===== src/design/nhs_pkg.sv =====
// Shared types and constants for the nearest hex search block.
package nhs_pkg;

	localparam int unsigned CFG_INDEX_BITS = 2;

	typedef enum logic [CFG_INDEX_BITS-1:0] {
		REG_TARGET_X     = 2'd0,
		REG_TARGET_Y     = 2'd1,
		REG_TARGET_VALID = 2'd2
	} cfg_reg_t;

endpackage


===== src/design/nhs_dist.sv =====
// Hex-grid distance between the target and one candidate in staggered-column coordinates.
module nhs_dist #(
	parameter int unsigned COORD_BITS = 10
) (
	input  logic [COORD_BITS-1:0] ax,
	input  logic [COORD_BITS-1:0] ay,
	input  logic [COORD_BITS-1:0] bx,
	input  logic [COORD_BITS-1:0] by,
	output logic [COORD_BITS:0]   distance
);

	logic [COORD_BITS-1:0] dx;
	logic [COORD_BITS-1:0] dy;
	logic                  pen;
	logic [COORD_BITS:0]   other;

	always_comb begin
		dx = (ax > bx) ? ax - bx : bx - ax;
		dy = (ay > by) ? ay - by : by - ay;
		pen = ((ay < by) && !ax[0] && bx[0]) || ((ay > by) && ax[0] && !bx[0]);
		other = {1'b0, dy} + {{COORD_BITS{1'b0}}, pen} + {2'b00, dx[COORD_BITS-1:1]};
		distance = ({1'b0, dx} > other) ? {1'b0, dx} : other;
	end

endmodule


===== src/design/nhs_track.sv =====
// Running nearest-hex tracker with list position, overflow flag and result register.
module nhs_track #(
	parameter int unsigned COORD_BITS = 10,
	parameter int unsigned MAX_LIST   = 1024
) (
	input  logic                        clk,
	input  logic                        arst_n,
	input  logic                        item_vld,
	input  logic                        item_last,
	input  logic                        item_reach,
	input  logic [COORD_BITS:0]         item_dist,
	output logic                        item_take,
	output logic                        result_valid,
	input  logic                        result_stall,
	output logic                        found,
	output logic [$clog2(MAX_LIST)-1:0] closest_index,
	output logic [COORD_BITS:0]         best_distance,
	output logic                        overflow
);

	localparam int unsigned IW = $clog2(MAX_LIST);
	localparam int unsigned PW = IW + 1;
	localparam int unsigned DW = COORD_BITS + 1;

	logic          result_valid_q;
	logic          found_q;
	logic [IW-1:0] index_q;
	logic [DW-1:0] dist_q;
	logic          overflow_q;

	logic [DW-1:0] best_dist_q;
	logic [IW-1:0] best_pos_q;
	logic          have_best_q;
	logic [PW-1:0] position_q;
	logic          too_long_q;

	logic [DW-1:0] best_dist_n;
	logic [IW-1:0] best_pos_n;
	logic          have_best_n;
	logic [PW-1:0] position_n;
	logic          too_long_n;
	logic          out_free;
	logic          load_out;

	always_comb begin
		out_free = !result_valid_q || !result_stall;
		item_take = item_vld && (!item_last || out_free);
		load_out = item_take && item_last;

		best_dist_n = best_dist_q;
		best_pos_n = best_pos_q;
		have_best_n = have_best_q;
		position_n = position_q;
		too_long_n = too_long_q;
		if (position_q == PW'(MAX_LIST)) begin
			too_long_n = 1'b1;
		end else begin
			if (item_reach && (!have_best_q || item_dist < best_dist_q)) begin
				best_dist_n = item_dist;
				best_pos_n = position_q[IW-1:0];
				have_best_n = 1'b1;
			end
			position_n = position_q + PW'(1);
		end
	end

	always_ff @(posedge clk or negedge arst_n) begin
		if (!arst_n) begin
			best_dist_q <= '1;
			best_pos_q <= '0;
			have_best_q <= 1'b0;
			position_q <= '0;
			too_long_q <= 1'b0;
		end else if (item_take) begin
			if (item_last) begin
				best_dist_q <= '1;
				best_pos_q <= '0;
				have_best_q <= 1'b0;
				position_q <= '0;
				too_long_q <= 1'b0;
			end else begin
				best_dist_q <= best_dist_n;
				best_pos_q <= best_pos_n;
				have_best_q <= have_best_n;
				position_q <= position_n;
				too_long_q <= too_long_n;
			end
		end
	end

	always_ff @(posedge clk or negedge arst_n) begin
		if (!arst_n) begin
			result_valid_q <= 1'b0;
		end else if (load_out) begin
			result_valid_q <= 1'b1;
		end else if (!result_stall) begin
			result_valid_q <= 1'b0;
		end
	end

	always_ff @(posedge clk) begin
		if (load_out) begin
			found_q <= have_best_n;
			index_q <= have_best_n ? best_pos_n : '0;
			dist_q <= have_best_n ? best_dist_n : '0;
			overflow_q <= too_long_n;
		end
	end

	assign result_valid = result_valid_q;
	assign found = found_q;
	assign closest_index = index_q;
	assign best_distance = dist_q;
	assign overflow = overflow_q;

endmodule


===== src/design/nearest_hex_search.sv =====
// Top level of the nearest hex search: configuration, input register and tracker.
//
// Channel   Direction  Handshake                  Payload
// item      in         item_valid / item_stall    hex_x, hex_y, hex_valid, last
// result    out        result_valid / result_stall found, closest_index, best_distance, overflow
// config    in         cfg_wr_en                  cfg_index, cfg_data
//
// One item is taken every cycle unless stalled; the last item of a list raises result_valid.
// The rate is set by the single tracker update that follows the input register.
// Reset clears the running search and sets the target to column 0, row 0, valid.
// Only a last item waits on a stalled result; other items keep flowing while a result is held.
module nearest_hex_search #(
	parameter int unsigned MAX_LIST   = 1024,
	parameter int unsigned COORD_BITS = 10
) (
	input  logic                                clk,
	input  logic                                arst_n,
	input  logic                                cfg_wr_en,
	input  logic [nhs_pkg::CFG_INDEX_BITS-1:0]  cfg_index,
	input  logic [COORD_BITS-1:0]               cfg_data,
	input  logic                                item_valid,
	output logic                                item_stall,
	input  logic [COORD_BITS-1:0]               hex_x,
	input  logic [COORD_BITS-1:0]               hex_y,
	input  logic                                hex_valid,
	input  logic                                last,
	output logic                                result_valid,
	input  logic                                result_stall,
	output logic                                found,
	output logic [$clog2(MAX_LIST)-1:0]         closest_index,
	output logic [COORD_BITS:0]                 best_distance,
	output logic                                overflow
);

	logic [COORD_BITS-1:0] target_x_q;
	logic [COORD_BITS-1:0] target_y_q;
	logic                  target_valid_q;

	logic                  valid_s1;
	logic [COORD_BITS-1:0] hex_x_s1;
	logic [COORD_BITS-1:0] hex_y_s1;
	logic                  hex_valid_s1;
	logic                  last_s1;

	logic                  take_s1;
	logic [COORD_BITS:0]   dist_s1;

	always_ff @(posedge clk or negedge arst_n) begin
		if (!arst_n) begin
			target_x_q <= '0;
			target_y_q <= '0;
			target_valid_q <= 1'b1;
		end else if (cfg_wr_en) begin
			unique case (nhs_pkg::cfg_reg_t'(cfg_index))
				nhs_pkg::REG_TARGET_X: begin
					target_x_q <= cfg_data;
				end
				nhs_pkg::REG_TARGET_Y: begin
					target_y_q <= cfg_data;
				end
				nhs_pkg::REG_TARGET_VALID: begin
					target_valid_q <= cfg_data[0];
				end
				default: begin
				end
			endcase
		end
	end

	assign item_stall = valid_s1 && !take_s1;

	always_ff @(posedge clk or negedge arst_n) begin
		if (!arst_n) begin
			valid_s1 <= 1'b0;
		end else if (!item_stall) begin
			valid_s1 <= item_valid;
		end
	end

	always_ff @(posedge clk) begin
		if (item_valid && !item_stall) begin
			hex_x_s1 <= hex_x;
			hex_y_s1 <= hex_y;
			hex_valid_s1 <= hex_valid;
			last_s1 <= last;
		end
	end

	nhs_dist #(
		.COORD_BITS(COORD_BITS)
	) u_dist (
		.ax      (target_x_q),
		.ay      (target_y_q),
		.bx      (hex_x_s1),
		.by      (hex_y_s1),
		.distance(dist_s1)
	);

	nhs_track #(
		.COORD_BITS(COORD_BITS),
		.MAX_LIST  (MAX_LIST)
	) u_track (
		.clk          (clk),
		.arst_n       (arst_n),
		.item_vld     (valid_s1),
		.item_last    (last_s1),
		.item_reach   (hex_valid_s1 && target_valid_q),
		.item_dist    (dist_s1),
		.item_take    (take_s1),
		.result_valid (result_valid),
		.result_stall (result_stall),
		.found        (found),
		.closest_index(closest_index),
		.best_distance(best_distance),
		.overflow     (overflow)
	);

endmodule

===== config.mk =====
export PLATFORM = sky130hd
export DESIGN_NAME = nearest_hex_search
export DESIGN_NICKNAME = d
export VERILOG_FILES = /design/src/design/nhs_pkg.sv /design/src/design/nhs_dist.sv /design/src/design/nhs_track.sv /design/src/design/nearest_hex_search.sv
export SDC_FILE = /design/constraint.sdc
export NUM_CORES = 1
export LEC_CHECK = 0
export ABC_AREA = 1
export BUFFER_PORTS_ARGS = -buffer_cell sky130_fd_sc_hd__buf_2
export CORE_AREA = 4 4 119 121
export CTS_CLUSTER_DIAMETER = 80
export DETAILED_ROUTE_END_ITERATION = 6
export DIE_AREA = 0 0 123 125
export HOLD_SLACK_MARGIN = 0.03
export MAX_ROUTING_LAYER = met4
export PLACE_DENSITY = 0.78
export REMOVE_ABC_BUFFERS = 1
export SYNTH_ARGS = -nofsm -noshare
export SYNTH_HDL_FRONTEND = slang
export SYNTH_HIERARCHICAL = 1
export SYNTH_SLANG_ARGS = --single-unit

===== constraint.sdc =====
create_clock -name clk -period 7 [get_ports clk]
set_input_delay 1.4 -clock clk [delete_from_list [all_inputs] [get_ports clk]]
set_output_delay 1.4 -clock clk [all_outputs]
set_load 0.005 [all_outputs]

### Word-level counts from Yosys, hierarchy flattened

Cells that the tools add are included.

| word-level totals | value |
|---|---|
| register bits | 102 |
| bits in latches | 0 |
| bits in writable memories | 0 |
| memory bits (read-only) | 0 |
| output and inout port bits | 25 |
| logic and storage cells | 80 |
| memories kept | 0 |

| operators by class | value |
|---|---|
| add/subtract/negate cells | 7 |
| multipliers | 0 |
| div/mod/pow operators | 0 |
| magnitude comparators | 5 |
| equal/unequal tests | 5 |
| shift operators | 0 |
| mux-type cells | 18 |
| bitwise logic cells | 0 |
| reductions and logical operators | 27 |

Operators by type and width:

| kind | number |
|---|---|
| $mux W11 | 6 |
| $mux W10 | 5 |
| $sub A10 B10 Y10 | 4 |
| $gt A10 B10 Y1 | 2 |
| $add A10 B1 Y11 | 1 |
| $add A11 B1 Y11 const B | 1 |
| $add A11 B9 Y11 | 1 |
| $eq A11 B11 Y1 const B | 1 |
| $gt A10 B11 Y1 | 1 |
| $lt A11 B11 Y1 | 1 |
| $logic_and A1 B1 Y1 | 10 |
| $lt A10 B10 Y1 | 1 |
| $logic_not A1 Y1 | 8 |
| $reduce_and A2 Y1 | 4 |
| $mux W1 | 7 |
| $logic_or A1 B1 Y1 | 4 |
| $eq A2 B1 Y1 const B | 1 |
| $eq A2 B2 Y1 const B | 1 |
| $logic_not A2 Y1 | 1 |
| $ne A2 B1 Y1 const B | 1 |
| $ne A2 B2 Y1 const B | 1 |

### Depth between registers and ports, before layout

| depth | value |
|---|---|
| word-level depth | 14 |
| gate-level depth with buffers | 45 |

### Hierarchy

The synthesis kept the hierarchy.

By module, submodules not included:

| module | instances | cells an instance | area an instance (um^2) | seq. area each (um^2) |
|---|---|---|---|---|
| nhs_dist | 1 | 548 | 3130.5 | 0.0 |
| nhs_track | 1 | 369 | 3071.7 | 1580.3 |
| nearest_hex_search | 1 | 127 | 1610.3 | 1212.4 |

### Least setup slack after synthesis

OpenSTA, ideal clock, no wires.

| path | value |
|---|---|
| path kind | reg2reg |
| start point | register target_x_q[0] |
| end point | register u_track.index_q[0], in the netlist u_track/closest_index[0], data pin |
| library setup time | 257 ps |
| data arrival time | 5479 ps |
| data required time | 6743 ps |
| setup slack | 1264 ps |
| stages on the path, launching flop included | 41 |
| cells stage by stage | dfrtp_1 > inv_1 > ha_1 > inv_1 > fa_1 > nand3_1 > nand3_2 > nand2_4 > buf_6 > nand2_1 > o21ai_2 > inv_1 > fa_1 > fa_1 > o21ai_1 > nand2_1 > nand2_1 > a21oi_1 > [... 5 more ...] > nand3_1 > nand3_1 > a21oi_1 > buf_2 > nand3_2 > nand2_1 > ha_1 > nand2_1 > inv_1 > nand2_1 > nand2_1 > nand2_1 > nand3_1 > nand2_1 > clkbuf_1 > nand3_1 > nand2_1 > nor2_1 |

| between the ends | value |
|---|---|
| word-level cells in the longest chain between the ends | 13 |

RTL lines:

| element | line | RTL |
|---|---|---|
| start, declared | nearest_hex_search.sv:35 | `logic [COORD_BITS-1:0] target_x_q;` |
| start signal, assigned | nearest_hex_search.sv:56 | `target_x_q <= cfg_data;` |
| $logic_not A1 Y1 | nhs_dist.sv:20 | `pen = ((ay < by) && !ax[0] && bx[0]) \|\| ((ay > by) && ax[0] && !bx[0]);` |
| $logic_and A1 B1 Y1 (2 in a row) | nhs_dist.sv:20 |  |
| $logic_or A1 B1 Y1 | nhs_dist.sv:20 |  |
| $add A10 B1 Y11 | nhs_dist.sv:21 | `other = {1'b0, dy} + {{COORD_BITS{1'b0}}, pen} + {2'b00, dx[COORD_BITS-1:1]};` |
| $add A11 B9 Y11 | nhs_dist.sv:21 |  |
| $gt A10 B11 Y1 | nhs_dist.sv:22 | `distance = ({1'b0, dx} > other) ? {1'b0, dx} : other;` |
| $mux W11 * | nhs_dist.sv:22 |  |
| via dist_s1[6] | nearest_hex_search.sv:46 | `logic [COORD_BITS:0] dist_s1;` |
| $lt A11 B11 Y1 * | nhs_track.sv:58 | `if (item_reach && (!have_best_q \|\| item_dist < best_dist_q)) begin` |
| $logic_or A1 B1 Y1 * | nhs_track.sv:58 |  |
| $logic_and A1 B1 Y1 * | nhs_track.sv:58 |  |
| $mux W10 or $mux W1 (tied branches) | nhs_track.sv:58 |  |
| $mux W10 or $mux W1 (tied branches) | nhs_track.sv:55 | `if (position_q == PW'(MAX_LIST)) begin` |
| end signal, assigned | nhs_track.sv:104 | `index_q <= have_best_n ? best_pos_n : '0;` |
| end, declared | nhs_track.sv:27 | `logic [IW-1:0] index_q;` |

The timed path passes the listed nets; every way through them passes the cells marked *.
A chain may end at the register's enable or synchronous reset.

### Worst setup path after layout

| path | value |
|---|---|
| start point | register target_x_q[0] |
| end point | register u_track.index_q[3], in the netlist u_track/closest_index[3], data pin |

The elaborated chain is that of the path after synthesis.

==> impl_results.md <==
- Port bufs: 63
- VDD IR max: around 0.00029 V
- R2r setup slk: 0.56 ns
- Antenna violations before repair: 0
- Worst setup SP type: register
- Switching Fraction: 48.51%
- Fin worst setup slack: 0.5638 ns
- Logic pwr share: 62.8%
- DRT Pass-1 Iters: 7
- Leak Pwr: 4.583 nW
- Xor and xnor area share after synthesis: ~2.6%
- Post-route ant nets: 0
- Io pins: 64
- Synthesized area per cell: 7.483 um2
- Largest cells by area after synthesis: edfxtp_1, nand2_1, dfrtp_1
- Met3 WL: 930 um
- Synthesized area: 7812 um2
- DR vias/cell: roughly 5.4
- Clock slew at reported path FFs: roughly 0.070 ns
- Final hold vios: 0
- Area growth syn-to-layout: 9.241%
- Status: finished, final reports clean
- HPWL after detailed placement: between 10 and 15 mm
- M1 WL: approximately 8.2 mm
- N_diodes: 0
- Core area: 13090 um2
- Layout cells sized above 1: 14.34%
- DR vias: 6918
- Filler Cells Inserted: 1139
- Cts bufs inserted: 9
- Synth Area in Compound Gates: approximately 7.4%
- Crit. Startpoint: target_x_q[0]
- FF+latch count, synth: 102
- Post-synth top flop: edfxtp_1
- Cell family with most CP delay: simple AND/OR/NAND/NOR gates
- Initial Util: between 50% and 60%
- Clock root buffer: clkbuf_16
- WL/cell: 14.20 um
- Post-synthesis simple-gate area fraction: 30.11%
- Worst rel slew slack: 31.75%
- Crit path DAT: 6.50 ns
- CP endpoint: u_track/closest_index[3]
- Worst skew pair latency: 0.35 ns
- CP bufs+invs: 9
- Required time of the critical path: 7.07 ns
- Slowest CP cell: fa_1
- Crit path time final: 6.436 ns
- Worst r2r src: target_x_q[0]
- Ys Warns: 6
- All-Layer GR Usage: between 20 and 30%
- End of the worst register-to-register path: u_track/closest_index[3]
- Post-route DRC: 0
- Asr flop ratio synth: 55.88%
- Final wirelength: 18.14 mm
- Largest net degree at the start of global routing: just under 60
- First-pass GRT wire length: approximately 31 mm
- Adder-Cell Fraction of Synth Area: between 10% and 20%
- Mux cell area share after synthesis: 0.1281%
- Final nets: approximately 1200
- Die area: 15380 um2
- Height of the die: roughly 130 um
- Cell Pwr Density: 417.0 nW/um2
- H-tree Lvls: 3
- R2R depth: 38
- Maxcap violations: 0
- Sequential fraction of the synthesis area: 35.75%
- Synth top area share: between 10% and 20%
- Count of cell types in the netlist: 47
- CP dominant cell by count: nand2_1
- Crit. path cell count: 38
- Critical path class: register to register
- CTS Buffer Depth: 2
- Power share of the clock group: 15.5%
- Net Sw Power: about 1.7 mW
- Pre-CTS setup slack: 0.6489 ns
- Clock tree from TritonCTS: done
- Post-layout power: between 3 and 4 mW
- Worst Max-Slew Pin Slew: 1.023 ns
- Area of the multi-input gates: approximately 4100 um2
- Metal2 WL: between 8 and 9 mm
- Sequential power share: 21.7%
- EDFF count, synth: 45
- Main combinational cell family by area after synthesis: simple AND/OR/NAND/NOR gates
- FP Rows: 42
- Setup TNS: 0 ns
- Fmax: ~160 MHz
- Hold Path Class: register to register
- Chip width: 123 um
- 1st-iter DRT viols: 608
- Max Clock Skew: approximately 0.0064 ns
- Vias in the first global route: 6535
- Crit Path Max Fanout: 21
- CTS sink count: 102
- RSZ-0062 raised after global routing: no
- Final Setup Violations: 0
- Leading area contributor after synthesis: edfxtp_1
- Crit. End Element: register
- Sequential Area: 2793 um2
- Final Max Slew Viols: 0
- Final Cycle Share: 91.95%
- Post-Synthesis Cells: 1044
- GRT overflow: 0
- P_int: around 1.8 mW
- Routability cong.: 0.9841
- Top routing layer in use: met4
- Largest stage delay on the critical path: about 0.45 ns
-- logic make-up (layout without fill, tap and decap cells) --
family | count (synthesis) | after routing
and+or+nand+nor | 524 | 524
buffers and inverters | 216 | 274
AOI/OAI and AO/OA | 104 | 104
DFF | 102 | 102
adders and majority gates | 74 | 74
xor gates and xnor gates | 23 | 23
muxes | 1 | 1
-- area by class of cell --
| cell class | count | area share [%] |
|---|---|---|
| multi-input combinational | 726 | 48.35 |
| sequential | 102 | 32.72 |
| inverter | 190 | 8.386 |
| timing repair buffer | 68 | 4.178 |
| clock buffer | 10 | 2.683 |
| tap | 176 | 2.580 |
| clock inverter | 6 | 1.100 |
-- per-stage QoR --
step | hold WS, ns | util [%] | cell area [um2] | std cells
CTS | 0.4866 | 65.16 | 8526 | 1278
global route | 0.4993 | 65.22 | 8534 | 1278
global placement | 0.4687 | 62.69 | 8203 | 1262
detailed placement | 0.4707 | 62.69 | 8203 | 1262
floorplan | 0.4422 | - | 7625 | 1018
finish | 0.4849 | 65.22 | 8534 | 1278
-- per-layer routing --
layer | vias up | global-route usage [%]
met3 | 40 | 2.665
met5 | - | -
met1 | 3197 | 35.21
met4 | 0 | 9.251
li1 | 3442 | -
met2 | 239 | 38.89
-- power groups by stage --
| stage | Clock (mW) | Sequential [mW] | Combinational [mW] |
|---|---|---|---|
| final | 0.551 | 0.772 | 2.24 |
| after global routing | 0.583 | 0.781 | 2.55 |
| after CTS | 0.560 | 0.772 | 2.20 |
| after detailed placement | 0 | 0.782 | 2.19 |
| after global placement | 0 | 0.780 | 2.15 |
| after floorplan | 0 | 0.770 | 1.69 |
-- what timing repair did --
action / 4_1_cts / 5_1_grt
resized for setup: 0 / 3
hold buffers: 0 / 0
endpoints found under the setup margin: 0 / 21
endpoints found under the hold margin: 0 / 0
setup buffers: 0 / 0
-- placed cells by master, fill, tap and decap left out, types with 3 or more instances in the layout --
cell type / netlist / final
nand2_1: 308 / 307
fa_1: 6 / 6
nand3_1: 88 / 88
nor2_1: 52 / 50
buf_2: 8 / 63
nand4_1: 28 / 28
o21ai_2: 4 / 4
ha_1: 68 / 67
nand2_2: 10 / 11
xnor2_1: 6 / 6
a21oi_1: 48 / 48
nand2_4: 3 / 3
inv_1: 173 / 173
o21ai_0: 25 / 25
edfxtp_1: 45 / 45
dfrtp_1: 45 / 45
nand3_2: 12 / 12
nor3_1: 6 / 6
o31ai_1: 5 / 5
inv_2: 15 / 15
nor2_2: 7 / 9
dfstp_2: 12 / 12
o21ai_1: 12 / 12
buf_4: 5 / 4
nor2_4: 3 / 3
xor2_1: 17 / 17
clkbuf_16: 0 / 9
-- worst min-delay path by stage --
stage,cells after the start,end,start
floorplan,2,target_valid_q,target_valid_q
global placement,2,target_y_q[9],target_y_q[9]
detailed placement,2,target_y_q[9],target_y_q[9]
CTS,2,target_y_q[9],target_y_q[9]
global route,2,target_valid_q,target_valid_q
finish,2,target_valid_q,target_valid_q
-- cells in the mapped netlist (2+ instances only) --
| cell | instances |
|---|---|
| nand3_2 | 12 |
| dfrtp_1 | 45 |
| xor2_1 | 17 |
| o21ai_0 | 25 |
| edfxtp_1 | 45 |
| o31ai_1 | 5 |
| o21a_1 | 2 |
| nand2_2 | 10 |
| nand3_1 | 88 |
| nand4_1 | 28 |
| clkbuf_1 | 6 |
| inv_1 | 173 |
| inv_2 | 15 |
| buf_4 | 5 |
| o21ai_2 | 4 |
| fa_1 | 6 |
| ha_1 | 68 |
| a31oi_1 | 2 |
| nand2_1 | 308 |
| o21ai_1 | 12 |
| nand2_4 | 3 |
| nor2_1 | 52 |
| dfstp_2 | 12 |
| buf_2 | 8 |
| a21oi_1 | 48 |
| nor3_1 | 6 |
| xnor2_1 | 6 |
| buf_6 | 6 |
| nor2_2 | 7 |
| nor2_4 | 3 |
-- tightest hold or removal path: cells and delay by family (launching register included) --
family	cells	cell delay, ns
and+or+nand+nor	2	0.10
DFF	1	0.39
-- sequential cells by signal, summed over array words and instances (netlist names), 10 cells and up --
signal,count
u_track/best_dist_q,11
u_track/best_pos_q,10
hex_x_s1,10
u_track/closest_index,10
hex_y_s1,10
target_x_q,10
u_track/best_distance,11
target_y_q,10
u_track/position_q,11
(Power assumes the default switching activity.)
